$ cat config.mk
export PLATFORM = sky130hd
export DESIGN_NAME = lsc_ram
export DESIGN_NICKNAME = d
export VERILOG_FILES = /design/src/hdl/assert_macros.svh /design/src/hdl/lsc_ram.sv
export SDC_FILE = /design/constraint.sdc
export NUM_CORES = 2
export LEC_CHECK = 0
export BUFFER_PORTS_ARGS = -buffer_cell sky130_fd_sc_hd__buf_2
export CAP_MARGIN = 10
export CORE_MARGIN = 2
export CORE_UTILIZATION = 55
export CTS_CLUSTER_DIAMETER = 80
export CTS_CLUSTER_SIZE = 8
export DETAILED_ROUTE_END_ITERATION = 16
export GPL_TIMING_DRIVEN = 0
export PLACE_DENSITY = 0.71
export SYNTH_ARGS = -nofsm -noshare
export SYNTH_HDL_FRONTEND = slang
export SYNTH_SLANG_ARGS = --single-unit
$ cat constraint.sdc
create_clock -name clk -period 5.9 [get_ports clk]
set_clock_uncertainty 0.05 [all_clocks]
set_input_delay 1.475 -clock clk [delete_from_list [all_inputs] [get_ports clk]]
set_output_delay 1.475 -clock clk [all_outputs]
set_load 0.02 [all_outputs]
$ cat src/hdl/assert_macros.svh
// Assertion macros shared by the load/store core RTL.
// Depends on nothing; files that assert include it by name.
`ifndef ASSERT_MACROS_SVH
`define ASSERT_MACROS_SVH
`ifndef SYNTHESIS
// Check a property at every clock edge outside reset.
`define LSC_ASSERT(label, prop, msg) \
  label: assert property (@(posedge clk) disable iff (!rst_n) prop) else $error(msg);
// Check a property at every clock edge, reset included.
`define LSC_ASSERT_ALWAYS(label, prop, msg) \
  label: assert property (@(posedge clk) prop) else $error(msg);
`else
`define LSC_ASSERT(label, prop, msg)
`define LSC_ASSERT_ALWAYS(label, prop, msg)
`endif
`endif

$ cat src/hdl/lsc_ram.sv
// Generic single-port synchronous RAM with registered read data.
// Depends on nothing.
`default_nettype none
module lsc_ram #(
  parameter int WIDTH = 8,
  parameter int DEPTH = 256
) (
  input  wire logic                     clk,
  input  wire logic                     en,
  input  wire logic                     we,
  input  wire logic [$clog2(DEPTH)-1:0] addr,
  input  wire logic [WIDTH-1:0]         wdata,
  output logic      [WIDTH-1:0]         rdata
);

  logic [WIDTH-1:0] mem [DEPTH];

  always_ff @(posedge clk) begin
    if (en) begin
      if (we) begin
        mem[addr] <= wdata;
      end else begin
        rdata <= mem[addr];
      end
    end
  end

endmodule
`default_nettype wire

# ---- Yosys cells after proc, flatten, opt, wreduce, memory -nomap -nowiden
# Memories as Yosys holds them, arrays and structs flattened. A register that Yosys moved wholly into a read port is not among the register bits.
# Cells that the tools add are included.
dict set report word_totals {
  reg_bits 0
  mem_bits_rw 2048
  out_inout_bits 8
  wordCells 6
  memories 1
}
dict set report classes {
  mux 3
  n_bitwise 1
  n_reduce_logical 1
}
# memory depth word_bits rd rd_clocked_by_memory_dff wr line
set memory_table {}
lappend memory_table {mem 256 8 1 1 1 lsc_ram.sv:16} ;# logic [WIDTH-1:0] mem [DEPTH];
# cell count
set op_table {}
lappend op_table {{two-way mux 1 bit} 3}
lappend op_table {{AND reduction 2 bit} 1}
lappend op_table {{NOT 1 bit} 1}

# ---- Longest topological paths before layout
dict set report logic_depth {
  word_depth 3
  depth_mapped 9
  depth_no_buf 5
}

# ---- Least setup slack after synthesis
# Ideal clock, no wire load.
dict set report synth_timing {
  path_kind {input -> register}
  start {input port addr[0]}
  end {memory mem[117][0] (enable)}
  setup_ns 0.370
  t_arrival_ns 3.400
  t_required_ns 5.480
  path_slack_ns 2.080
  cell_stages 8
  path_buffers 5
  cell_sequence {buf_2 buf_6 buf_2 buf_2 nor3b_1 nand2_1 clkbuf_1 nor2_1}
}
# item line
set synth_lines {}
lappend synth_lines {{start: declaration} lsc_ram.sv:11} ;# input wire logic [$clog2(DEPTH)-1:0] addr,
lappend synth_lines {{end: declaration} lsc_ram.sv:16}
# No word-level cell before the write port.

# ---- Worst setup path in the final report
dict set report layout_timing {
  start {input port addr[3]}
  end {memory mem[123][7] (enable)}
}
# No word-level cell before the write port.

==> metrics <==
outcome=complete, but fails checks; flop and latch count out of synthesis=2056; detail-routed net length per standard cell=36.30 um; post_cts resized=0; Primary FF master, synth=sky130_fd_sc_hd__edfxtp_1; kind of cell adding the most delay to the critical path=buffers and inverters; first-pass GRT wire length=295200 um; standard cell area after detailed placement=0.08142 mm2; shortest period the worst path allows=5.985 ns; WP data required=6.37 ns; final worst-path cycle share=101.4%; full die area=0.1455 mm2; Worst Tran Pin Value=1.330 ns; path length in cells of the critical path=8; data arrival at the endpoint of the critical path=6.45 ns; number of buffers added for setup after CTS=0; share of the core filled with cells in the final layout=63.23%; worst setup slack after layout=-0.08530 ns; setup slack, reg-to-reg=2.93 ns; maximum level of the CTS H-tree=5; clock network latency to the later pin of the worst-skew pair=0.93 ns; fraction of layout cells with a size suffix above 1=24.57%; GRT overflow=0; power per cell area=364.5 mW/mm2; worst slack on hold paths=0.9506 ns; sequential group share of total power=49.5%; unrepaired setup endpoints after global routing=yes; Filler Cell Count=9106; synthesis warning total=0; critical path's slowest cell=sky130_fd_sc_hd__nor2_1; Avg Vias per Cell=6.849; number of nets still failing antenna checks after routing=0; number of clock sinks=2056; count of nets after finishing=3895; DRC Markers=0; TritonCTS clock tree=done; die height=381.5 um; top-level port count=27; worst max-slew margin expressed relative to the limit=11.35%; Critical Path Most Common Cell=sky130_fd_sc_hd__clkbuf_1; leakage power of the design=0.02738 uW; number of buffers between clock root and the deepest sink=4; clock transition time at the flip-flop clock pins of the worst setup and hold paths=0.05 ns; Crit path largest cell delay=1.02 ns; post-route total power=32590 uW; HPWL after detailed placement=128500 um; area added between synthesis and finish=14.09%; Crit Path Category=primary input to flop; area of the placeable core=0.1414 mm2; startpoint type of the worst setup path=primary input; Initial DRC Count=6055; Switching Share=20.45%; Hold-fix buffers, CTS=0; number of buffer and inverter instances along the worst setup path=5; maximum ir drop on the vdd rail=263.5 uV; Hold Crit Class=primary input to flop; cell internal pwr=25930 uW; combined area of all synthesized cells=0.07838 mm2; async set or reset register ratio after synthesis=0%; switching power=6665 uW; Initial Utilization=55.42%; final count of negative-setup-slack endpoints=19; number of antenna violations at the first check in global routing=14; Final Hold Fails=0; number of iterations in the first detailed-routing pass=6; vias in the first global route=39880; number of buffers created by CTS=307; GRT Util Overall=29.25%; FF/Latch Area=0.06174 mm2; Mapped Cells=3526; violations in the final reports=setup timing; fin cells=5788; per-instance average area after synthesis=22.23 um2; maximum number of pins on one net before global-route repair=161; GP Congestion=1.045; post-placement cell count=5457; share of total power in combinational logic=4.3%; crit path cell chain=buf_2 > nor2b_1 > clkbuf_1 > clkbuf_1 > buf_1 > nand2_1 > clkbuf_2 > nor2_1; number of stages on the worst hold path=1; number of flops mapped to enable cells by yosys=2056; number of maximum-capacitance constraint violations=0; clock share of power=46.2%; DRT Wirelength=210100 um; path depth of the worst reg2reg path=5; count of buffers from port buffering=24; Die X=381.5 um; CTS Root Buffer Type=sky130_fd_sc_hd__clkbuf_16; final max-slew violation count=0; critical path endpoint category=flop; multi-input combinational cell area=0.01563 mm2; Worst Path Max Fanout=11; part of the Yosys area used for sequential elements=78.77%; number of vias after detailed routing=39644; max frequency=0.1671 GHz; post-synth net total=3545; library cells used by synthesis=21; std cell rows=138; post-layout instance area=0.08942 mm2
## state kept, by name, indices dropped and copies added, names as in the netlist
register / cells
rdata: 8
mem: 2048
## Yosys cell counts, drive strengths merged, types with 2 or more instances
cell type / number / share of area, %
buf: 82 / 0.60
edfxtp: 2056 / 79
nand3: 4 / 0.026
nand4: 8 / 0.064
nor3b: 2 / 0.019
nor2: 259 / 1.2
nand2b: 2 / 0.016
and2: 2 / 0.016
o41ai: 32 / 0.36
nand2: 30 / 0.14
a21oi: 128 / 0.82
a22oi: 256 / 2.5
clkbuf: 143 / 0.68
mux4: 512 / 15
nor2b: 7 / 0.056
## final timing paths
kind / startpoint / end
setup / recovery: addr[3] / mem[123][7]
setup reg to reg: mem[191][1] / rdata[1]
hold / removal: wdata[5] / mem[232][5]
hold reg to reg: mem[250][3] / rdata[3]
## stage by stage
stage	setup TNS (ns)	setup slack [ns]
after global placement	-1210.93	-1.212
final	-0.8091	-0.08530
after floorplan	0	2.080
after global routing	-0.7115	-0.05485
after detailed placement	-410.54	-0.8804
after CTS	0	0.02469
## placed cells by master, fill, tap and decap left out, drive strengths merged, types with 3 or more instances in the layout
| cell type | Yosys | layout |
|---|---|---|
| edfxtp | 2056 | 2056 |
| mux4 | 512 | 512 |
| clkbuf | 143 | 460 |
| nor2 | 259 | 259 |
| a22oi | 256 | 256 |
| a21oi | 128 | 128 |
| buf | 82 | 123 |
| o41ai | 32 | 32 |
| nand2 | 30 | 30 |
| nand4 | 8 | 8 |
| diode | 0 | 7 |
| nor2b | 7 | 7 |
| nand3 | 4 | 4 |
| inv | 0 | 4 |
| clkinv | 0 | 3 |
## final cells by class
cell class	count	share of cell area, %
plain buffers	225	1.149
clock buffers	317	8.871
clock inverters	7	0.05457
diodes	7	0.01959
flip-flops and latches	2056	69.05
repair buffers	41	0.7332
well taps	1890	2.645
multi-input cells	1245	17.48
## kinds of logic after synthesis
logic type	after synthesis	synth area share [%]
DFF	2056	78.77
and+or+nand+nor	317	1.606
AOI/OAI and AO/OA	416	3.627
muxes	512	14.71
buffers and inverters	225	1.282
## power by group through the flow
stage | sequential [uW] | combinational (uW) | clock [uW]
floorplan | 16400 | 691 | 0
global placement | 16500 | 1300 | 0
detailed placement | 16400 | 1370 | 0
CTS | 16100 | 1380 | 15100
global route | 16100 | 1450 | 15700
finish | 16100 | 1400 | 15000
## routing by layer
layer  part of all wire (%)  GRT usage, %  wire length (um)  vias to the layer above
met5                  0.032             0                67                        -
li1                       -             -                 -                    15578
met3                     14         11.15             29030                      521
met1                     35         38.82             74550                    20709
met4                    5.5         14.91             11470                        8
met2                     45         42.66             95010                     2828
(Power assumes the default switching activity.)
