## src/hdl/assert_macros.svh

```systemverilog
// Assertion macros shared by the load/store core RTL.
// Depends on nothing; files that assert include it by name.
`ifndef ASSERT_MACROS_SVH
`define ASSERT_MACROS_SVH
`ifndef SYNTHESIS
// Check a property at every clock edge outside reset.
`define LSC_ASSERT(label, prop, msg) \
  label: assert property (@(posedge clk) disable iff (!rst_n) prop) else $error(msg);
// Check a property at every clock edge, reset included.
`define LSC_ASSERT_ALWAYS(label, prop, msg) \
  label: assert property (@(posedge clk) prop) else $error(msg);
`else
`define LSC_ASSERT(label, prop, msg)
`define LSC_ASSERT_ALWAYS(label, prop, msg)
`endif
`endif

```

## src/hdl/lsc_pkg.sv

```systemverilog
// Shared types and constants of the load/store core.
// Depends on nothing; used by the sequencer and the top level.
`default_nettype none
package lsc_pkg;

  // Memory depth is a power of two; addresses are masked to MEM_AW bits.
  localparam int MEM_AW    = 16;
  localparam int MEM_DEPTH = 1 << MEM_AW;

  localparam logic [1:0] CMD_EXEC  = 2'd0;
  localparam logic [1:0] CMD_WRITE = 2'd1;
  localparam logic [1:0] CMD_READ  = 2'd2;

  localparam logic [7:0] SP_RESET = 8'hFD;
  localparam logic [7:0] FLAG_Z   = 8'h02;
  localparam logic [7:0] FLAG_N   = 8'h80;

  localparam logic [7:0] OP_LDA_IMM = 8'hA9;
  localparam logic [7:0] OP_LDA_ZP  = 8'hA5;
  localparam logic [7:0] OP_LDA_ABS = 8'hAD;
  localparam logic [7:0] OP_LDX_IMM = 8'hA2;
  localparam logic [7:0] OP_LDX_ZP  = 8'hA6;
  localparam logic [7:0] OP_LDX_ABS = 8'hAE;
  localparam logic [7:0] OP_LDY_IMM = 8'hA0;
  localparam logic [7:0] OP_LDY_ZP  = 8'hA4;
  localparam logic [7:0] OP_LDY_ABS = 8'hAC;
  localparam logic [7:0] OP_STA_ZP  = 8'h85;
  localparam logic [7:0] OP_STA_ABS = 8'h8D;
  localparam logic [7:0] OP_TAX     = 8'hAA;
  localparam logic [7:0] OP_TAY     = 8'hA8;
  localparam logic [7:0] OP_TXA     = 8'h8A;
  localparam logic [7:0] OP_TYA     = 8'h98;
  localparam logic [7:0] OP_TSX     = 8'hBA;
  localparam logic [7:0] OP_TXS     = 8'h9A;
  localparam logic [7:0] OP_INX     = 8'hE8;
  localparam logic [7:0] OP_INY     = 8'hC8;
  localparam logic [7:0] OP_DEX     = 8'hCA;
  localparam logic [7:0] OP_DEY     = 8'h88;

  typedef struct packed {
    logic [1:0]  command;
    logic [15:0] mem_address;
    logic [7:0]  mem_data;
  } lsc_cmd_t;

  typedef struct packed {
    logic        bad_opcode;
    logic [7:0]  read_byte;
    logic [15:0] prog_counter;
    logic [7:0]  status_flags;
    logic [7:0]  stack_ptr;
    logic [7:0]  reg_y;
    logic [7:0]  reg_x;
    logic [7:0]  reg_a;
  } lsc_res_t;

  typedef struct packed {
    logic              en;
    logic              we;
    logic [MEM_AW-1:0] addr;
    logic [7:0]        wdata;
  } lsc_mem_req_t;

  typedef struct packed {
    logic cmd_take;
    logic res_vld;
    logic clearing;
  } lsc_ctl_t;

endpackage
`default_nettype wire

```

## src/hdl/lsc_seq.sv

```systemverilog
// Instruction sequencer and architectural registers of the load/store core.
// Depends on lsc_pkg; drives the shared byte memory, at most one access per cycle.
`default_nettype none
module lsc_seq
  import lsc_pkg::*;
(
  input  wire logic         clk,
  input  wire logic         rst_n,
  input  wire logic         cmd_vld,
  input  wire lsc_cmd_t     cmd,
  input  wire logic         out_free,
  input  wire logic [7:0]   mem_rdata,
  output lsc_mem_req_t      mem_req,
  output lsc_res_t          res,
  output lsc_ctl_t          ctl
);

  typedef enum logic [3:0] {
    S_CLR, S_IDLE, S_DEC, S_ZP, S_LO, S_HI, S_LOAD, S_RD, S_WAIT
  } state_t;

  state_t            state_r, state_nxt;
  logic [MEM_AW-1:0] clr_addr_r, clr_addr_nxt;
  logic [7:0]        a_r, a_nxt, x_r, x_nxt, y_r, y_nxt;
  logic [7:0]        sp_r, sp_nxt, p_r, p_nxt;
  logic [15:0]       pc_r, pc_nxt;
  logic [7:0]        op_r, op_nxt, lo_r, lo_nxt;
  logic [7:0]        rd_r, rd_nxt;
  logic              bad_r, bad_nxt;
  logic              fin;

  function automatic logic [7:0] zn(input logic [7:0] f, input logic [7:0] v);
    return (f & ~(FLAG_Z | FLAG_N)) | ((v == 8'h00) ? FLAG_Z : 8'h00) | (v & FLAG_N);
  endfunction

  always_comb begin
    state_nxt    = state_r;
    clr_addr_nxt = clr_addr_r;
    a_nxt = a_r; x_nxt = x_r; y_nxt = y_r;
    sp_nxt = sp_r; p_nxt = p_r; pc_nxt = pc_r;
    op_nxt = op_r; lo_nxt = lo_r;
    rd_nxt = 8'h00; bad_nxt = 1'b0;
    fin = 1'b0;
    mem_req = '0;
    ctl = '0;

    unique case (state_r)
      S_CLR: begin
        ctl.clearing = 1'b1;
        mem_req.en   = 1'b1;
        mem_req.we   = 1'b1;
        mem_req.addr = clr_addr_r;
        clr_addr_nxt = clr_addr_r + MEM_AW'(1);
        if (&clr_addr_r) begin
          state_nxt = S_IDLE;
        end
      end
      S_IDLE: begin
        if (cmd_vld) begin
          ctl.cmd_take = 1'b1;
          unique case (cmd.command)
            CMD_EXEC: begin
              mem_req.en   = 1'b1;
              mem_req.addr = pc_r[MEM_AW-1:0];
              pc_nxt       = pc_r + 16'd1;
              state_nxt    = S_DEC;
            end
            CMD_WRITE: begin
              mem_req.en    = 1'b1;
              mem_req.we    = 1'b1;
              mem_req.addr  = cmd.mem_address[MEM_AW-1:0];
              mem_req.wdata = cmd.mem_data;
              fin           = 1'b1;
            end
            CMD_READ: begin
              mem_req.en   = 1'b1;
              mem_req.addr = cmd.mem_address[MEM_AW-1:0];
              state_nxt    = S_RD;
            end
            default: fin = 1'b1;
          endcase
        end
      end
      S_DEC: begin
        op_nxt = mem_rdata;
        unique case (mem_rdata)
          OP_LDA_IMM, OP_LDX_IMM, OP_LDY_IMM: begin
            mem_req.en   = 1'b1;
            mem_req.addr = pc_r[MEM_AW-1:0];
            pc_nxt       = pc_r + 16'd1;
            state_nxt    = S_LOAD;
          end
          OP_LDA_ZP, OP_LDX_ZP, OP_LDY_ZP, OP_STA_ZP: begin
            mem_req.en   = 1'b1;
            mem_req.addr = pc_r[MEM_AW-1:0];
            pc_nxt       = pc_r + 16'd1;
            state_nxt    = S_ZP;
          end
          OP_LDA_ABS, OP_LDX_ABS, OP_LDY_ABS, OP_STA_ABS: begin
            mem_req.en   = 1'b1;
            mem_req.addr = pc_r[MEM_AW-1:0];
            pc_nxt       = pc_r + 16'd1;
            state_nxt    = S_LO;
          end
          OP_TAX: begin x_nxt = a_r; p_nxt = zn(p_r, a_r); fin = 1'b1; end
          OP_TAY: begin y_nxt = a_r; p_nxt = zn(p_r, a_r); fin = 1'b1; end
          OP_TXA: begin a_nxt = x_r; p_nxt = zn(p_r, x_r); fin = 1'b1; end
          OP_TYA: begin a_nxt = y_r; p_nxt = zn(p_r, y_r); fin = 1'b1; end
          OP_TSX: begin x_nxt = sp_r; p_nxt = zn(p_r, sp_r); fin = 1'b1; end
          OP_TXS: begin sp_nxt = x_r; fin = 1'b1; end
          OP_INX: begin
            x_nxt = x_r + 8'd1; p_nxt = zn(p_r, x_r + 8'd1); fin = 1'b1;
          end
          OP_INY: begin
            y_nxt = y_r + 8'd1; p_nxt = zn(p_r, y_r + 8'd1); fin = 1'b1;
          end
          OP_DEX: begin
            x_nxt = x_r - 8'd1; p_nxt = zn(p_r, x_r - 8'd1); fin = 1'b1;
          end
          OP_DEY: begin
            y_nxt = y_r - 8'd1; p_nxt = zn(p_r, y_r - 8'd1); fin = 1'b1;
          end
          default: begin bad_nxt = 1'b1; fin = 1'b1; end
        endcase
      end
      S_ZP: begin
        mem_req.en   = 1'b1;
        mem_req.addr = MEM_AW'({8'h00, mem_rdata});
        if (op_r == OP_STA_ZP) begin
          mem_req.we    = 1'b1;
          mem_req.wdata = a_r;
          fin           = 1'b1;
        end else begin
          state_nxt = S_LOAD;
        end
      end
      S_LO: begin
        lo_nxt       = mem_rdata;
        mem_req.en   = 1'b1;
        mem_req.addr = pc_r[MEM_AW-1:0];
        pc_nxt       = pc_r + 16'd1;
        state_nxt    = S_HI;
      end
      S_HI: begin
        mem_req.en   = 1'b1;
        mem_req.addr = MEM_AW'({mem_rdata, lo_r});
        if (op_r == OP_STA_ABS) begin
          mem_req.we    = 1'b1;
          mem_req.wdata = a_r;
          fin           = 1'b1;
        end else begin
          state_nxt = S_LOAD;
        end
      end
      S_LOAD: begin
        fin = 1'b1;
        unique case (op_r)
          OP_LDA_IMM, OP_LDA_ZP, OP_LDA_ABS: begin
            a_nxt = mem_rdata; p_nxt = zn(p_r, mem_rdata);
          end
          OP_LDX_IMM, OP_LDX_ZP, OP_LDX_ABS: begin
            x_nxt = mem_rdata; p_nxt = zn(p_r, mem_rdata);
          end
          OP_LDY_IMM, OP_LDY_ZP, OP_LDY_ABS: begin
            y_nxt = mem_rdata; p_nxt = zn(p_r, mem_rdata);
          end
          default: ;
        endcase
      end
      S_RD: begin
        rd_nxt = mem_rdata;
        fin    = 1'b1;
      end
      S_WAIT: begin
        rd_nxt  = rd_r;
        bad_nxt = bad_r;
        fin     = 1'b1;
      end
      default: state_nxt = S_IDLE;
    endcase

    // Deliver the result now if the output register is free, else hold it.
    if (fin) begin
      if (out_free) begin
        ctl.res_vld = 1'b1;
        state_nxt   = S_IDLE;
      end else begin
        state_nxt = S_WAIT;
      end
    end

    res.reg_a        = a_nxt;
    res.reg_x        = x_nxt;
    res.reg_y        = y_nxt;
    res.stack_ptr    = sp_nxt;
    res.status_flags = p_nxt;
    res.prog_counter = pc_nxt;
    res.read_byte    = rd_nxt;
    res.bad_opcode   = bad_nxt;
  end

  always_ff @(posedge clk) begin
    if (!rst_n) begin
      state_r    <= S_CLR;
      clr_addr_r <= '0;
      a_r        <= 8'h00;
      x_r        <= 8'h00;
      y_r        <= 8'h00;
      sp_r       <= SP_RESET;
      p_r        <= 8'h00;
      pc_r       <= 16'h0000;
    end else begin
      state_r    <= state_nxt;
      clr_addr_r <= clr_addr_nxt;
      a_r        <= a_nxt;
      x_r        <= x_nxt;
      y_r        <= y_nxt;
      sp_r       <= sp_nxt;
      p_r        <= p_nxt;
      pc_r       <= pc_nxt;
    end
  end

  always_ff @(posedge clk) begin
    op_r  <= op_nxt;
    lo_r  <= lo_nxt;
    rd_r  <= rd_nxt;
    bad_r <= bad_nxt;
  end

endmodule
`default_nettype wire

```

## config.mk

```make
export PLATFORM = sky130hd
export DESIGN_NAME = lsc_seq
export DESIGN_NICKNAME = d
export VERILOG_FILES = /design/src/hdl/assert_macros.svh /design/src/hdl/lsc_pkg.sv /design/src/hdl/lsc_seq.sv
export SDC_FILE = /design/constraint.sdc
export NUM_CORES = 1
export LEC_CHECK = 0
export BUFFER_PORTS_ARGS = -buffer_cell sky130_fd_sc_hd__clkbuf_2
export CORE_MARGIN = 5
export CORE_UTILIZATION = 30
export DETAILED_ROUTE_END_ITERATION = 10
export PLACE_DENSITY = 0.59
export RECOVER_POWER = 25
export SLEW_MARGIN = 20
export SYNTH_ARGS = -nofsm -noshare
export SYNTH_HDL_FRONTEND = slang
export SYNTH_SLANG_ARGS = --single-unit
```

## constraint.sdc

```tcl
create_clock -name clk -period 2.7 [get_ports clk]
set_input_delay 0.405 -clock clk [delete_from_list [all_inputs] [get_ports clk]]
set_output_delay 0.405 -clock clk [all_outputs]
set_load 0.05 [all_outputs]
```

==> Yosys cells after proc, flatten, opt, wreduce, memory -nomap -nowiden <==
Cells that the tools add are included.
{ "classes": {"n_addsub": 6, "eq_ne": 49, "muxes": 63, "bitwise": 18, "reduce_logical": 28} }
{ "op_table": {"columns": ["cell", "count"], "rows": [
  ["8-bit == test (second input constant)", 32],
  ["16-bit one-hot mux with 6 select lines", 1],
  ["8-bit one-hot mux with 2 select lines", 6],
  ["8-bit zero test", 9],
  ["8-bit 2-to-1 mux", 9],
  ["7-bit by 8-bit OR with 8-bit output", 9],
  ["16-bit 2-to-1 mux", 4],
  ["8-bit one-hot mux with 8 select lines", 1],
  ["7-bit by 2-bit OR with 7-bit output", 9],
  ["16-bit one-hot mux with 3 select lines", 1],
  ["8-bit one-hot mux with 3 select lines", 2],
  ["16-bit by 1-bit adder with 16-bit output (second input constant)", 2],
  ["16-bit one-hot mux with 2 select lines", 1],
  ["8-bit one-hot mux with 4 select lines", 1],
  ["4-bit one-hot mux with 7 select lines", 1],
  ["26-bit 2-to-1 mux", 1],
  ["4-bit 2-to-1 mux", 6],
  ["21-bit OR reduction", 1],
  ["2-bit 2-to-1 mux", 9],
  ["3-bit OR reduction", 6],
  ["8-bit by 1-bit adder with 8-bit output (second input constant)", 2],
  ["4-bit by 3-bit == test with 1-bit output (second input constant)", 4],
  ["16-bit AND reduction", 1],
  ["8-bit by 1-bit subtractor with 8-bit output (second input constant)", 2],
  ["other kinds (23)", 44]
]} }
{ "word_totals": {"register_bits": 101, "output_inout_bits": 94} }

==> Depth between registers and ports, before layout <==
{ "depth": {"depth_word": 7, "ltp_mapped": 11} }

==> Worst setup path before layout <==
Ideal clock, no wire load.
{ "synth_path": {"path_type": "flip-flop to output port", "startpoint": "register state_r[2]", "endpoint": "output res[47] (netlist name)", "arrival_ns": 2.911, "required_time_ns": 2.295, "path_slack_ns": -0.616, "path_stages_with_launch": 9, "cell_sequence": "dfxtp_1 buf_2 nand2b_1 nor3_1 a31oi_4 buf_6 a21oi_1 nand3_1 xnor2_1"} }
{ "synth_lines": {"columns": ["item", "line_no", "text"], "rows": [
  ["start: declaration", "lsc_seq.sv:22", "state_t state_r, state_nxt;"],
  ["start signal: assignment", "lsc_seq.sv:213", "state_r <= state_nxt;"],
  ["end: declaration", "lsc_seq.sv:14", "output lsc_res_t res,"]
]} }

==> results.toml <==
[cts]
cts_made_buffers = 9
clkTransAtPathRegs_ns = 0.07
max-clock-path-buffers = 2
tritoncts = "built"
level_count_of_the_clock_h_tree = 3
master_cell_of_the_clock_root_buffer = "sky130_fd_sc_hd__clkbuf_16"
ctsHoldBuffers = 0
clock_sink_count = 101
clk_latency_ns = 0.36

[die]
dieArea_um2 = 27000
placeableCoreArea_um2 = 23500
rows = 56
io_pins = 132
dieHeight_um = 164
floorplan.initialDensity_pct = 30.4
die_width_um = 164

[route]
drc_violations_left = 0
avgViaCountPerCell = 5.55
routed-via-count = 8332
drt-initial-drc-count = 863
drtPass1Iterations = 10
detail-route-antenna-nets = 0
route.final.wire_length_um = 30900
wire_length_per_cell_um = 20.6

[hold_path]
hp-class = "in -> reg"
hold_end = "state_r[3]$_SDFFE_PN0P_"
hold_start = "out_free"
timing.hold.worst_path_depth = 2

[placement]
numPlacedInstances = 1436
finalWeightedCongestion = 0.954
hpwlAfterDp_um = 22300
port_buffers = 131

[grt]
grt_start_max_net_pins = 51
grt.met3_usage_pct = 4.39
globalRouteMet2Util_pct = 37.1
via_count_of_the_first_global_routing_pass = 8116
grtUsageMet1_pct = 27.7
grt_usage_pct = 21.9
grt_pass1_wl_um = 46400
top_usage_layer = "met2"
global_route.overflow_total = 0
antenna_found_initial = 0

[synth]
synth-edff-count = 16
synth_top_family_by_area = "simple AND/OR/NAND/NOR gates"
yosys.area_share.adder_pct = 2.81
synth_ff_type = "sky130_fd_sc_hd__dfxtp_1"
cell_with_the_most_instances_after_synthesis = "sky130_fd_sc_hd__nand2_1"
distinct_cell_type_count_after_synthesis = 85
ys_top_cells_by_area = "sky130_fd_sc_hd__dfxtp_1, sky130_fd_sc_hd__edfxtp_1, sky130_fd_sc_hd__nand2_1"
synth_simple_gate_area_share_pct = 28.9
avgSynthCellArea_um2 = 8.16
synth_compound_gate_area_share_pct = 24.0
synthDominantAreaCellType = "sky130_fd_sc_hd__dfxtp_1"
synth_sequential_area_ratio_pct = 30.6
synth.top_cells.by_count = "sky130_fd_sc_hd__nand2_1, sky130_fd_sc_hd__dfxtp_1, sky130_fd_sc_hd__nor2_1"
synth_nets = 928
synthArstFlopShare_pct = 0
post_synth_inst_count = 874
postSynthRegisterBits = 101
yosysTopAreaCellShare_pct = 23.9
syn_area_um2 = 7130
ys_warn_count = 0
post_synth_xor_area_fraction_pct = 4.79
yosys-mux-area-fraction_pct = 2.98

[timing]
max_freq_ghz = 0.328
finalWorstSetupSlack_ns = -0.352
fin_worst_skew_ns = 0.00928
worst-slew-pin-transition_ns = 1.06
finalSetupViolCount = 50
report.final.slew_viol_count = 0
fin_crit_ns = 3.05
rsz0062_at_grt = "yes"
period_share_pct = 113
hold_violations = 0
worst_hold_slack_ns = 0.214
slew_headroom_pct = 29.2

[flow_run]
drv_cap = 0

[pwr]
cellPowerDensity_nw_per_um2 = 454
max-vdd-ir-drop_v = 0.000323
static_leakage_power_nw = 5.02

[setup_path]
biggest_fanout_along_the_worst_timing_path = 6
endpoint_kind = "output port"
depth_of_the_most_critical_reg_to_reg_path = 10
worst-r2r-setup-slack_ns = 0.15
critPathRequiredTime_ns = 2.30
worst_r2r_startpoint = "state_r[3]$_SDFFE_PN0P_"
setup.worst_path.start_class = "register"
critPathKind = "reg -> out"
worst_r2r_dst = "pc_r[13]$_SDFF_PN0_"
critPathArrivalTime_ns = 2.65

[run_status]
violations_in_the_final_reports = "negative setup slack"
status = "finished with violations"

[cells_and_area]
layout-drive-gt1-share_pct = 47.9
fillCellCount = 2127
final_net_count = 1230
layout.cells.non_filler = 1501
flow.area_growth_from_synthesis_pct = 71.6
[where the power goes]
part / internal, mW / leakage (nW) / total (mW) / switching, mW
combinational: 1.12 / 4.04 / 2.58 / 1.46
sequential: 1.62 / 0.839 / 1.69 / 0.0702
clock: 0.643 / 0.136 / 1.28 / 0.641
[registers in the layout, summed over array words and instances (netlist names)]
name,flops
op_r,8
x_r,8
pc_r,16
sp_r,8
y_r,8
lo_r,8
rd_r,8
a_r,8
bad_r,1
p_r,8
clr_addr_r,16
state_r,4
[repair_timing]
item                       in CTS  in global routing
pin swaps                      38                 60
gates cloned                    3                  1
buffers inserted               29                 16
setup endpoints to repair      72                 77
gates resized for setup       178                142
[worst max-delay path, stage by stage, from the launching register on]
cell	delay [ns]
sky130_fd_sc_hd__dfxtp_2	0.33
sky130_fd_sc_hd__or4b_4	0.57
sky130_fd_sc_hd__clkinv_4	0.07
sky130_fd_sc_hd__o2111a_2	0.24
sky130_fd_sc_hd__a31oi_4	0.20
sky130_fd_sc_hd__a2111oi_4	0.51
sky130_fd_sc_hd__xor2_4	0.21
sky130_fd_sc_hd__buf_12	0.16
[routing by layer]
layer	routed length [µm]	vias to the layer above	share of wire, %
met1	12600	3998	41
li1	-	3873	-
met3	2120	88	6.9
met5	0	-	0
met4	1320	0	4.3
met2	14900	373	48
[cell usage in the layout, fill, tap and decap left out, types with 26 or more instances in the layout]
master,instances
sky130_fd_sc_hd__a21oi_1,30
sky130_fd_sc_hd__and2_1,42
sky130_fd_sc_hd__buf_12,52
sky130_fd_sc_hd__buf_4,202
sky130_fd_sc_hd__buf_6,30
sky130_fd_sc_hd__clkbuf_2,48
sky130_fd_sc_hd__dfxtp_1,72
sky130_fd_sc_hd__nand2_1,60
sky130_fd_sc_hd__nand3_1,26
sky130_fd_sc_hd__nor2_1,46
[kinds of logic (layout without fill, tap and decap cells)]
kind of cell | count (synthesis) | count (layout)
AOI/OAI and AO/OA | 224 | 226
xor gates and xnor gates | 39 | 39
adders and majority gates | 16 | 16
buffers and inverters | 100 | 405
DFF | 101 | 101
muxes | 20 | 20
other | 0 | 1
and+or+nand+nor | 374 | 374
[per-stage QoR]
stage | setup TNS [ns] | worst slack [ns] | util [%] | total power, mW | area (µm²)
after floorplan | -2.05 | -0.263 | - | 2.89 | 7480
after global placement | -3.12 | -0.220 | 44.1 | 3.67 | 10400
after detailed placement | -4.03 | -0.232 | 44.1 | 3.69 | 10400
after CTS | -6.58 | -0.323 | 49.7 | 5.38 | 11700
after global routing | -14.77 | -0.416 | 52.1 | 5.78 | 12200
final | -9.16 | -0.352 | 52.2 | 5.55 | 12200
[how the worst max path moves through the flow]
stage                                  startpoint  endpoint  cells after the start
after floorplan                      mem_rdata[2]   res[25]                      6
after global placement               mem_rdata[7]   res[33]                     10
final                     state_r[3]$_SDFFE_PN0P_   res[49]                      7
after detailed placement             mem_rdata[0]   res[33]                     10
after global routing      state_r[3]$_SDFFE_PN0P_   res[53]                      8
after CTS                 state_r[3]$_SDFFE_PN0P_   res[55]                      7
[cell type report]
type	count	area (µm²)	area share (%)
clock buffers	10	229	1.87
multi-input cells	675	5660	46.3
diodes	1	2.50	0.0204
well taps	319	399	3.26
inverters	24	105	0.859
repair buffers	365	3570	29.2
clock inverters	6	58.8	0.480
flip-flops and latches	101	2210	18.1
Note: power is estimated with default switching activity, not from simulation.
